[config.mk]
export PLATFORM = sky130hd
export DESIGN_NAME = bpa_word_unit
export DESIGN_NICKNAME = d
export VERILOG_FILES = /design/src/rtl/core/bitmap_page_allocator_defines.svh /design/src/rtl/core/bpa_pkg.sv /design/src/rtl/core/bpa_word_unit.sv
export SDC_FILE = /design/constraint.sdc
export NUM_CORES = 1
export LEC_CHECK = 0
export ABC_AREA = 1
export BUFFER_PORTS_ARGS = -buffer_cell sky130_fd_sc_hd__buf_2
export CELL_PAD_IN_SITES_DETAIL_PLACEMENT = 1
export CELL_PAD_IN_SITES_GLOBAL_PLACEMENT = 1
export CORE_ASPECT_RATIO = 1.5
export CORE_UTILIZATION = 31
export DETAILED_ROUTE_END_ITERATION = 7
export PLACE_DENSITY = 0.95
export SYNTH_ARGS = -nofsm -noshare
export SYNTH_HDL_FRONTEND = slang
export SYNTH_SLANG_ARGS = --single-unit
[constraint.sdc]
create_clock -name vclk -period 13.3
set_input_delay 2.66 -clock vclk [all_inputs]
set_output_delay 2.66 -clock vclk [all_outputs]
set_load 0.005 [all_outputs]
[src/rtl/core/bitmap_page_allocator_defines.svh]
// ----------------------------------------------------------------------------
// Bitmap page allocator assertion macros
// Shorthand for the clocked checks used in the allocator's RTL.
// ----------------------------------------------------------------------------
`ifndef BITMAP_PAGE_ALLOCATOR_DEFINES_SVH
`define BITMAP_PAGE_ALLOCATOR_DEFINES_SVH

// The consequent must hold in the same cycle as the antecedent.
`define BPA_ASSERT_SAME(label, clock, resetn, ante, cons, msg) \
    label: assert property (@(posedge clock) disable iff (!resetn) (ante) |-> (cons)) \
        else $error(msg);

// The consequent must hold in the cycle after the antecedent.
`define BPA_ASSERT_NEXT(label, clock, resetn, ante, cons, msg) \
    label: assert property (@(posedge clock) disable iff (!resetn) (ante) |=> (cons)) \
        else $error(msg);

`endif

[src/rtl/core/bpa_pkg.sv]
// ----------------------------------------------------------------------------
// Bitmap page allocator package
// Operation and status codes, field widths and the word unit result type.
// ----------------------------------------------------------------------------
`default_nettype none

package bpa_pkg;

    localparam int OP_W     = 3;
    localparam int PAGE_W   = 20;
    localparam int END_W    = 21;
    localparam int POS_W    = 21;
    localparam int COUNT_W  = 16;
    localparam int GRANT_W  = 15;
    localparam int STATUS_W = 2;
    localparam int WORD_W   = 32;
    localparam int BIT_W    = 5;
    localparam int POP_W    = 6;

    localparam logic [OP_W-1:0] OP_ALLOC = 3'd0;
    localparam logic [OP_W-1:0] OP_FREE  = 3'd1;
    localparam logic [OP_W-1:0] OP_CLEAR = 3'd2;
    localparam logic [OP_W-1:0] OP_ADD   = 3'd3;
    localparam logic [OP_W-1:0] OP_RESET = 3'd4;

    localparam logic [STATUS_W-1:0] STATUS_OK      = 2'd0;
    localparam logic [STATUS_W-1:0] STATUS_NO_FREE = 2'd1;
    localparam logic [STATUS_W-1:0] STATUS_INVALID = 2'd2;
    localparam logic [STATUS_W-1:0] STATUS_DOUBLE  = 2'd3;

    localparam logic [COUNT_W-1:0] FREE_MAX = 16'hFFFF;
    localparam logic [WORD_W-1:0]  ALL_ONES = 32'hFFFF_FFFF;

    typedef struct packed {
        logic               found;
        logic [BIT_W-1:0]   bit_index;
        logic [POP_W-1:0]   freed;
        logic [WORD_W-1:0]  alloc_word;
        logic [WORD_W-1:0]  release_word;
    } word_result_t;

endpackage

`default_nettype wire

[src/rtl/core/bpa_word_unit.sv]
// ----------------------------------------------------------------------------
// Map word unit
// Finds the lowest free page in a masked word and counts used pages in it.
// ----------------------------------------------------------------------------
`default_nettype none

module bpa_word_unit (
    input  wire logic [bpa_pkg::WORD_W-1:0] map_word,
    input  wire logic [bpa_pkg::WORD_W-1:0] range_mask,
    output bpa_pkg::word_result_t           result
);
    import bpa_pkg::*;

    logic [WORD_W-1:0] free_bits;
    logic [WORD_W-1:0] lowest;
    logic [WORD_W-1:0] used_bits;
    logic [BIT_W-1:0]  index;
    logic [POP_W-1:0]  pop;

    always_comb
    begin
        free_bits = ~map_word & range_mask;
        // Two's complement trick isolates the lowest set bit.
        lowest    = free_bits & (~free_bits + WORD_W'(1));
        used_bits = map_word & range_mask;
        index     = '0;
        pop       = '0;
        for (int i = 0; i < WORD_W; i++)
        begin
            if (lowest[i])
            begin
                index = index | BIT_W'(i);
            end
            pop = pop + POP_W'(used_bits[i]);
        end
        result.found        = |free_bits;
        result.bit_index    = index;
        result.freed        = pop;
        result.alloc_word   = map_word | lowest;
        result.release_word = map_word & ~range_mask;
    end

endmodule

`default_nettype wire

==> impl_metrics.json, run 1 <==
{
  "fmax_ghz": 0.09898,
  "syn_area_per_cell_um2": 5.286,
  "slew_headroom_pct": 71.24,
  "fillers": 1141,
  "fp.coreArea_um2": 7322,
  "gp_congestion": 0.8963,
  "start_kind": "input pin",
  "die_area_um2": 8018,
  "clock_buffers": 0,
  "cp_slowest_stage_delay_ps": 580,
  "drt_pass1_iterations": 4,
  "syn-cell-area_um2": 2374,
  "p_int_uw": 132.6,
  "drive_gt1_share_pct": 29.20,
  "cp-end-kind": "primary output",
  "status": "finished clean",
  "wl_um": 10240,
  "cp_cell_sequence": "buf_2 -> nand2_1 -> inv_1 -> fa_1 -> inv_1 -> fa_1 -> fa_1 -> fa_1 -> fa_1 -> fa_1 -> inv_1 -> ha_1 -> fa_1 -> a21oi_1 -> nor2_1 -> nor2_1 -> xnor2_1 -> buf_2",
  "wl_per_cell_um": 14.87,
  "ys_warn_count": 0,
  "die_y_um": 109.2,
  "finalSetupViolCount": 0,
  "p_sw_share_pct": 57.27,
  "yosysSeqAreaShare_pct": 0,
  "crit_arrival_ps": 7440,
  "regArea_um2": 0,
  "netlist_instances": 449,
  "gr-usage-all-layers_pct": 25.93,
  "antenna_found_initial": 0,
  "cp_slowest_cell": "fa_1",
  "ioPinCount": 140,
  "synthesis.nets": 544,
  "n_antenna_cell": 0,
  "min_period_ps": 10100,
  "final_common_cell": "nand2_1",
  "seq_cell_count": 0,
  "io_buffers": 140,
  "critical_path_class": "in -> out",
  "die_width_um": 73.45,
  "total_power_uw": 310.3,
  "p_sw_uw": 177.7,
  "antenna_left": 0,
  "rows": 38,
  "cts_resized": 0,
  "pwr-share-clk_pct": 0,
  "p_seq_share_pct": 0,
  "required_ps": 10640,
  "critPathBufInv": 5,
  "final_cell_mix": "156 x nand2_1, 140 x buf_2, 93 x inv_1, 85 x nor2_1, 24 x fa_1",
  "rsz0062_at_grt": "no",
  "comb_power_share_pct": 100.0,
  "fin_setup_tns_ps": 0,
  "leakage_nw": 2.279,
  "hpwl_um": 9650,
  "synth_cell_types": 26,
  "grt_pass1_vias": 3564,
  "nets": 686,
  "cap_violations": 0,
  "grt_max_degree": 8,
  "worst_pin_slew_ps": 428.5,
  "multiInputGateArea_um2": 1998,
  "grt.overflow.total": 0,
  "cts_setup_buffers": 0,
  "peakVddDrop_uv": 247.7,
  "finalHoldViolations": 0,
  "via_count": 3279,
  "power_per_cell_area_nw_per_um2": 96.98,
  "vias_per_cell": 4.759,
  "syn2layout_area_growth_pct": 34.79,
  "cpMostUsedCell": "fa_1",
  "finalMaxSlewViolations": 0,
  "post-route-period-util_pct": 75.97,
  "drt_iter0_drc": 93,
  "drc": 0,
  "cp_max_fo": 5,
  "hold_buffers": 0,
  "holdCritPathClass": "in -> out",
  "critical-path-top-delay-family": "adder cells",
  "grt_pass1_wl_um": 16010,
  "initial_core_util_pct": 32.42
}
==> routing by layer <==
layer / vias up / share of wire, % / global-route usage, %
met3: 31 / 4.3 / 2.033
met5: - / 0 / 0
li1: 1604 / - / -
met2: 118 / 56 / 52.95
met1: 1526 / 34 / 25.11
met4: 0 / 5.2 / 11.95
==> through the flow <==
stage               std cells  hold slack [ps]  worst slack, ps  area, um^2  util (%)
floorplan                 449             5351             3708        2374         -
global placement          689             5568             3354        3199     43.69
detailed placement        689             5572             3177        3199     43.69
CTS                       689             5572             3156        3199     43.69
global route              689             5585             2968        3199     43.69
finish                    689             5573             3197        3199     43.69
==> final cells by class <==
cell class         instances  area share, %
multi-input cells        349          62.46
repair buffers           140          21.90
inverters                100          11.73
well taps                100          3.911
==> worst paths after layout <==
| kind | from | endpoint | slack, ps | cells after the start |
|---|---|---|---|---|
| min | range_mask[28] | result[28] | 5570 | 3 |
| max | range_mask[0] | result[68] | 3200 | 18 |
==> power by group through the flow <==
stage	Combinational (mW)	Clock, mW	Sequential [mW]
floorplan	0.193	0	0
global placement	0.287	0	0
detailed placement	0.314	0	0
CTS	0.318	0	0
global route	0.356	0	0
finish	0.310	0	0
==> synth_stat cells, drive strengths merged <==
cell	n	area, um^2
nand3b	2	15.01
o21ai	5	25.02
a21oi	4	20.02
a31oi	1	6.260
or2	2	12.51
xor2	2	17.52
nor3	6	40.04
nand4	9	56.30
fa	24	480.5
and2	2	12.51
nand2	167	679.4
nand3	22	115.1
ha	7	87.58
inv	100	375.4
nor2	94	414.2
xnor2	1	8.760
o21a	1	7.510
==> worst min-delay path: cells and delay by family <==
kind                   cells  cell delay (ps)
buffers and inverters      2              210
and+or+nand+nor            1               40
==> logic make-up (layout without fill, tap and decap cells) <==
group           Yosys count  in the layout  synth area share (%)
fa+ha+maj                31             31                 23.93
compound gates           11             11                 2.478
simple gates            304            304                 56.67
buf+inv                 100            240                 15.81
xor+xnor                  3              3                 1.107
Power figures use the tool's default switching activity.
==> inputs of run 2 (changes only) <==
--- a/config.mk
+++ b/config.mk
@@ -10,9 +10,9 @@
 export CELL_PAD_IN_SITES_DETAIL_PLACEMENT = 1
 export CELL_PAD_IN_SITES_GLOBAL_PLACEMENT = 1
 export CORE_ASPECT_RATIO = 1.5
-export CORE_UTILIZATION = 31
+export CORE_UTILIZATION = 26
 export DETAILED_ROUTE_END_ITERATION = 7
-export PLACE_DENSITY = 0.95
+export PLACE_DENSITY = 0.86
 export SYNTH_ARGS = -nofsm -noshare
 export SYNTH_HDL_FRONTEND = slang
 export SYNTH_SLANG_ARGS = --single-unit
==> constraint.sdc (replaced) <==
create_clock -name vclk -period 9.1
set_input_delay 1.82 -clock vclk [all_inputs]
set_output_delay 1.82 -clock vclk [all_outputs]
set_load 0.005 [all_outputs]
==> run 2 against run 1 <==
Utilization shrank 7.3 points; worst setup slack got worse by 2500 ps; cell count is 1.5% higher; combinational power up 48%; wire length about the same; worst hold slack got worse by 1700 ps; largest cell class unchanged; largest power group unchanged.
==> impl_metrics.json, run 2 (synthesis results as in run 1) <==
{
  "initial_core_util_pct": 26.88,
  "fin_setup_tns_ps": 0,
  "finalHoldViolations": 0,
  "status": "finished clean",
  "grt_pass1_vias": 3260,
  "hpwl_um": 9662,
  "ioPinCount": 140,
  "n_antenna_cell": 0,
  "antenna_found_initial": 0,
  "die_width_um": 80.01,
  "antenna_left": 0,
  "critPathBufInv": 5,
  "wl_um": 10250,
  "cp_slowest_cell": "fa_1",
  "drt_pass1_iterations": 4,
  "worst_pin_slew_ps": 293.3,
  "peakVddDrop_uv": 204.2,
  "grt.overflow.total": 0,
  "min_period_ps": 8411,
  "critical-path-top-delay-family": "adder cells",
  "drc": 0,
  "power_per_cell_area_nw_per_um2": 143.2,
  "start_kind": "input pin",
  "final_cell_mix": "156 x nand2_1, 140 x buf_2, 93 x inv_1, 85 x nor2_1, 24 x fa_1",
  "hold_buffers": 0,
  "leakage_nw": 2.279,
  "critical_path_class": "in -> out",
  "cp_max_fo": 5,
  "cp_cell_sequence": "buf_2 -> nand2_1 -> inv_1 -> fa_1 -> inv_1 -> fa_1 -> fa_1 -> fa_1 -> fa_1 -> fa_1 -> inv_1 -> ha_1 -> fa_1 -> a21oi_1 -> nor2_1 -> nor2_1 -> xnor2_1 -> buf_2",
  "clock_buffers": 0,
  "syn2layout_area_growth_pct": 35.32,
  "final_cells": 699,
  "wl_met1_um": 3686,
  "finalMaxSlewViolations": 0,
  "fin_ws_ps": 689.0,
  "wl_per_cell_um": 14.67,
  "whs_ps": 3888,
  "nets": 686,
  "slew_headroom_pct": 80.39,
  "cts_resized": 0,
  "holdCritPathClass": "in -> out",
  "dp_slack_ps": 693.7,
  "grt_pass1_wl_um": 15770,
  "rows": 42,
  "final_common_cell": "nand2_1",
  "cp-end-kind": "primary output",
  "post-route-period-util_pct": 92.43,
  "via_count": 3198,
  "drt_iter0_drc": 96,
  "dp.cells": 699,
  "met3WireLength_um": 345,
  "rsz0062_at_grt": "no",
  "met2_length_um": 6002,
  "fp.coreArea_um2": 8828,
  "die_y_um": 119.0,
  "required_ps": 7280,
  "cts_setup_buffers": 0,
  "gr-usage-all-layers_pct": 21.63,
  "design_area_um2": 3212,
  "routed.top_layer": "met4",
  "grt_max_degree": 8,
  "vias_per_cell": 4.575,
  "io_buffers": 140,
  "cpMostUsedCell": "fa_1",
  "fmax_ghz": 0.1189,
  "cp_slowest_stage_delay_ps": 550,
  "regArea_um2": 0,
  "drive_gt1_share_pct": 29.20,
  "seq_cell_count": 0,
  "cap_violations": 0,
  "gp_congestion": 0.9320,
  "die_area_um2": 9523,
  "finalSetupViolCount": 0,
  "crit_arrival_ps": 6590,
  "dpl_cell_area_um2": 3212
}
==> run 2: cell counts in the layout (fill, tap and decap cells not counted) <==
Identical to the previous run, type by type.
==> run 2: path summary, 6_finish.rpt <==
path	cells after the start	from	slack [ps]	to
worst max-delay path	18	range_mask[0]	690	result[68]
worst min-delay path	3	range_mask[13]	3890	result[13]
==> run 2: cell type report <==
type               count  area, um^2
inverters            100       375.4
repair buffers       140       700.7
multi-input cells    349        1998
fillers             1315        5617
well taps            110       137.6
==> run 2: per-stage QoR <==
| stage | total power, mW | utilization (%) |
|---|---|---|
| 5_1_grt | 0.5239 | 36.38 |
| 3_3_place_gp | 0.4324 | 36.38 |
| 3_5_place_dp | 0.4651 | 36.38 |
| 6_report | 0.4601 | 36.38 |
| 2_1_floorplan | 0.2826 | - |
| 4_1_cts | 0.4694 | 36.38 |
==> run 2: power by group <==
part / internal (mW) / switching, mW / leakage, nW / total, mW
registers: 0 / 0 / 0 / 0
clock network: 0 / 0 / 0 / 0
logic: 0.196 / 0.264 / 2.28 / 0.460
total: 0.196 / 0.264 / 2.28 / 0.460
==> run 2: metal layers <==
layer / global-route usage (%) / vias to the layer above
met5: 0 / -
met2: 44.98 / 84
met1: 22.98 / 1496
met4: 4.018 / 0
met3: 0.8429 / 10
li1: - / 1608
==> run 2: worst min-delay path: stages <==
cell,delay (ps)
buf_2,100
nor2_1,40
buf_2,110
==> inputs of run 3 (changes only) <==
--- a/config.mk
+++ b/config.mk
@@ -5,13 +5,14 @@
 export SDC_FILE = /design/constraint.sdc
 export NUM_CORES = 1
 export LEC_CHECK = 0
-export ABC_AREA = 1
+export ABC_AREA = 0
 export BUFFER_PORTS_ARGS = -buffer_cell sky130_fd_sc_hd__buf_2
 export CELL_PAD_IN_SITES_DETAIL_PLACEMENT = 1
 export CELL_PAD_IN_SITES_GLOBAL_PLACEMENT = 1
 export CORE_ASPECT_RATIO = 1.5
-export CORE_UTILIZATION = 26
+export CORE_UTILIZATION = 27
 export DETAILED_ROUTE_END_ITERATION = 7
+export MAX_ROUTING_LAYER = met4
 export PLACE_DENSITY = 0.86
 export SYNTH_ARGS = -nofsm -noshare
 export SYNTH_HDL_FRONTEND = slang
==> run 3 against run 2 <==
Maximum frequency fell by 0.66%; total power fell by 5.7%; utilization rose by 2.1 points; synthesized area fell by 10%; via count fell by 15%; global-route usage fell by 1.3 points; count of clock-buffer cells in the layout did not move; worst hold slack got worse by 1.1 ps; largest power group unchanged; highest routed layer unchanged.
==> impl_metrics.json, run 3 <==
{
  "via_count": 2714,
  "grt_pass1_vias": 2854,
  "critical_path_class": "in -> out",
  "cp_cell_sequence": "buf_2 -> and2_1 -> fa_1 -> inv_1 -> fa_1 -> fa_1 -> fa_1 -> fa_1 -> fa_1 -> inv_1 -> ha_1 -> fa_1 -> a21o_1 -> a21oi_1 -> xnor2_1 -> buf_2",
  "synth_cell_types": 48,
  "antenna_found_initial": 0,
  "wl_um": 8279,
  "hold_buffers": 0,
  "cpMostUsedCell": "fa_1",
  "crit_start": "map_word[0]",
  "clock_buffers": 0,
  "fmax_ghz": 0.1181,
  "fillers": 1034,
  "critPathBufInv": 4,
  "min_period_ps": 8467,
  "grt.overflow.total": 0,
  "finalMaxSlewViolations": 0,
  "finalHoldViolations": 0,
  "hpwl_um": 7516,
  "syn-cell-area_um2": 2136,
  "io_buffers": 140,
  "power_per_cell_area_nw_per_um2": 147.2,
  "post-route-period-util_pct": 93.04,
  "rows": 39,
  "required_ps": 7280,
  "holdCritPathClass": "in -> out",
  "rsz0062_at_grt": "no",
  "whs_ps": 3887,
  "die_area_um2": 8278,
  "start_kind": "input pin",
  "wl_per_cell_um": 15.56,
  "finalSetupViolCount": 0,
  "drt_iter0_drc": 65,
  "ys_warn_count": 0,
  "yosysTopAreaCellShare_pct": 22.50,
  "leakage_nw": 1.589,
  "cts_setup_buffers": 0,
  "cp_slowest_stage_delay_ps": 550,
  "drive_gt1_share_pct": 37.21,
  "synth_area_leaders": "fa_1 22%, nor2b_1 15%, nand2_1 6.2%, inv_1 5.6%, and2_1 4.7%",
  "final_common_cell": "buf_2",
  "grt_pass1_wl_um": 13080,
  "crit_arrival_ps": 6650,
  "cp-end-kind": "primary output",
  "vias_per_cell": 5.102,
  "ioPinCount": 140,
  "slew_headroom_pct": 45.43,
  "synthTopCellsByCount": "50 x nor2b_1, 35 x nand2_1, 32 x inv_1",
  "fp.coreArea_um2": 7661,
  "cp_num_cells": 16,
  "gp_congestion": 0.8831,
  "status": "finished clean",
  "synthesis.nets": 387,
  "drt_pass1_iterations": 4,
  "syn_area_per_cell_um2": 7.314,
  "yosysSeqAreaShare_pct": 0,
  "cap_violations": 0,
  "seq_cell_count": 0,
  "worst_pin_slew_ps": 812.3,
  "peakVddDrop_uv": 100.0,
  "critPathCapture": "result[68]",
  "initial_core_util_pct": 27.88,
  "yosysTopAreaCell": "fa_1",
  "grt_max_degree": 18,
  "synth_most_common_cell": "nor2b_1",
  "die_width_um": 74.62,
  "cts_resized": 0,
  "cp_slowest_cell": "fa_1",
  "n_antenna_cell": 0,
  "critical-path-top-delay-family": "adder cells",
  "drc": 0,
  "syn2layout_area_growth_pct": 38.02,
  "antenna_left": 0,
  "die_y_um": 110.9,
  "netlist_instances": 292,
  "fin_setup_tns_ps": 0,
  "gr-usage-all-layers_pct": 20.30,
  "final_cell_mix": "140 x buf_2, 50 x nor2b_1, 35 x nand2_1, 32 x inv_1, 24 x fa_1",
  "regArea_um2": 0,
  "cp_max_fo": 4,
  "nets": 527
}
## run 3: logic make-up (layout without fill, tap and decap cells)
family | count (synthesis) | count (layout) | synth area share, %
xor gates and xnor gates | 3 | 3 | 1.230
adders and majority gates | 31 | 31 | 26.60
and+or+nand+nor | 162 | 162 | 43.70
AOI/OAI and AO/OA | 62 | 62 | 22.09
buffers and inverters | 34 | 172 | 6.385
## run 3: routing by layer
layer,GRT usage [%],up-vias,wire length [um]
met5,-,-,0
met3,0.8182,20,322
met2,39.28,100,4624
met1,21.42,1302,3091
met4,5.031,0,241
li1,-,1292,-
## run 3: stage by stage
stage          cells  total power, mW  cell area (um^2)  setup WS [ps]  util [%]
2_1_floorplan    292           0.2755              2136           1068         -
3_3_place_gp     532           0.4202              2948          697.8     38.48
3_5_place_dp     532           0.4395              2948          601.0     38.48
4_1_cts          532           0.4414              2948          591.5     38.48
5_1_grt          532           0.4971              2948          470.0     38.48
6_report         532           0.4339              2948          633.4     38.48
## run 3: worst min-delay path by stage
stage,startpoint,endpoint,slack (ps),depth (start not counted)
floorplan,range_mask[0],result[0],3670,1
global placement,range_mask[27],result[27],3880,3
detailed placement,range_mask[27],result[27],3890,3
CTS,range_mask[27],result[27],3890,3
global route,range_mask[23],result[23],3900,3
finish,range_mask[27],result[27],3890,3
## run 3: area by class of cell
type	instances	area, um^2	area share, %
Inverter	32	120.1	4.075
Tap cell	102	127.6	4.329
Timing Repair Buffer	140	700.7	23.77
Multi-Input combinational cell	258	1999	67.83
## run 3: power by group
| group | switching [mW] | internal, mW | total, mW |
|---|---|---|---|
| registers | 0 | 0 | 0 |
| clock network | 0 | 0 | 0 |
| logic | 0.231 | 0.203 | 0.434 |
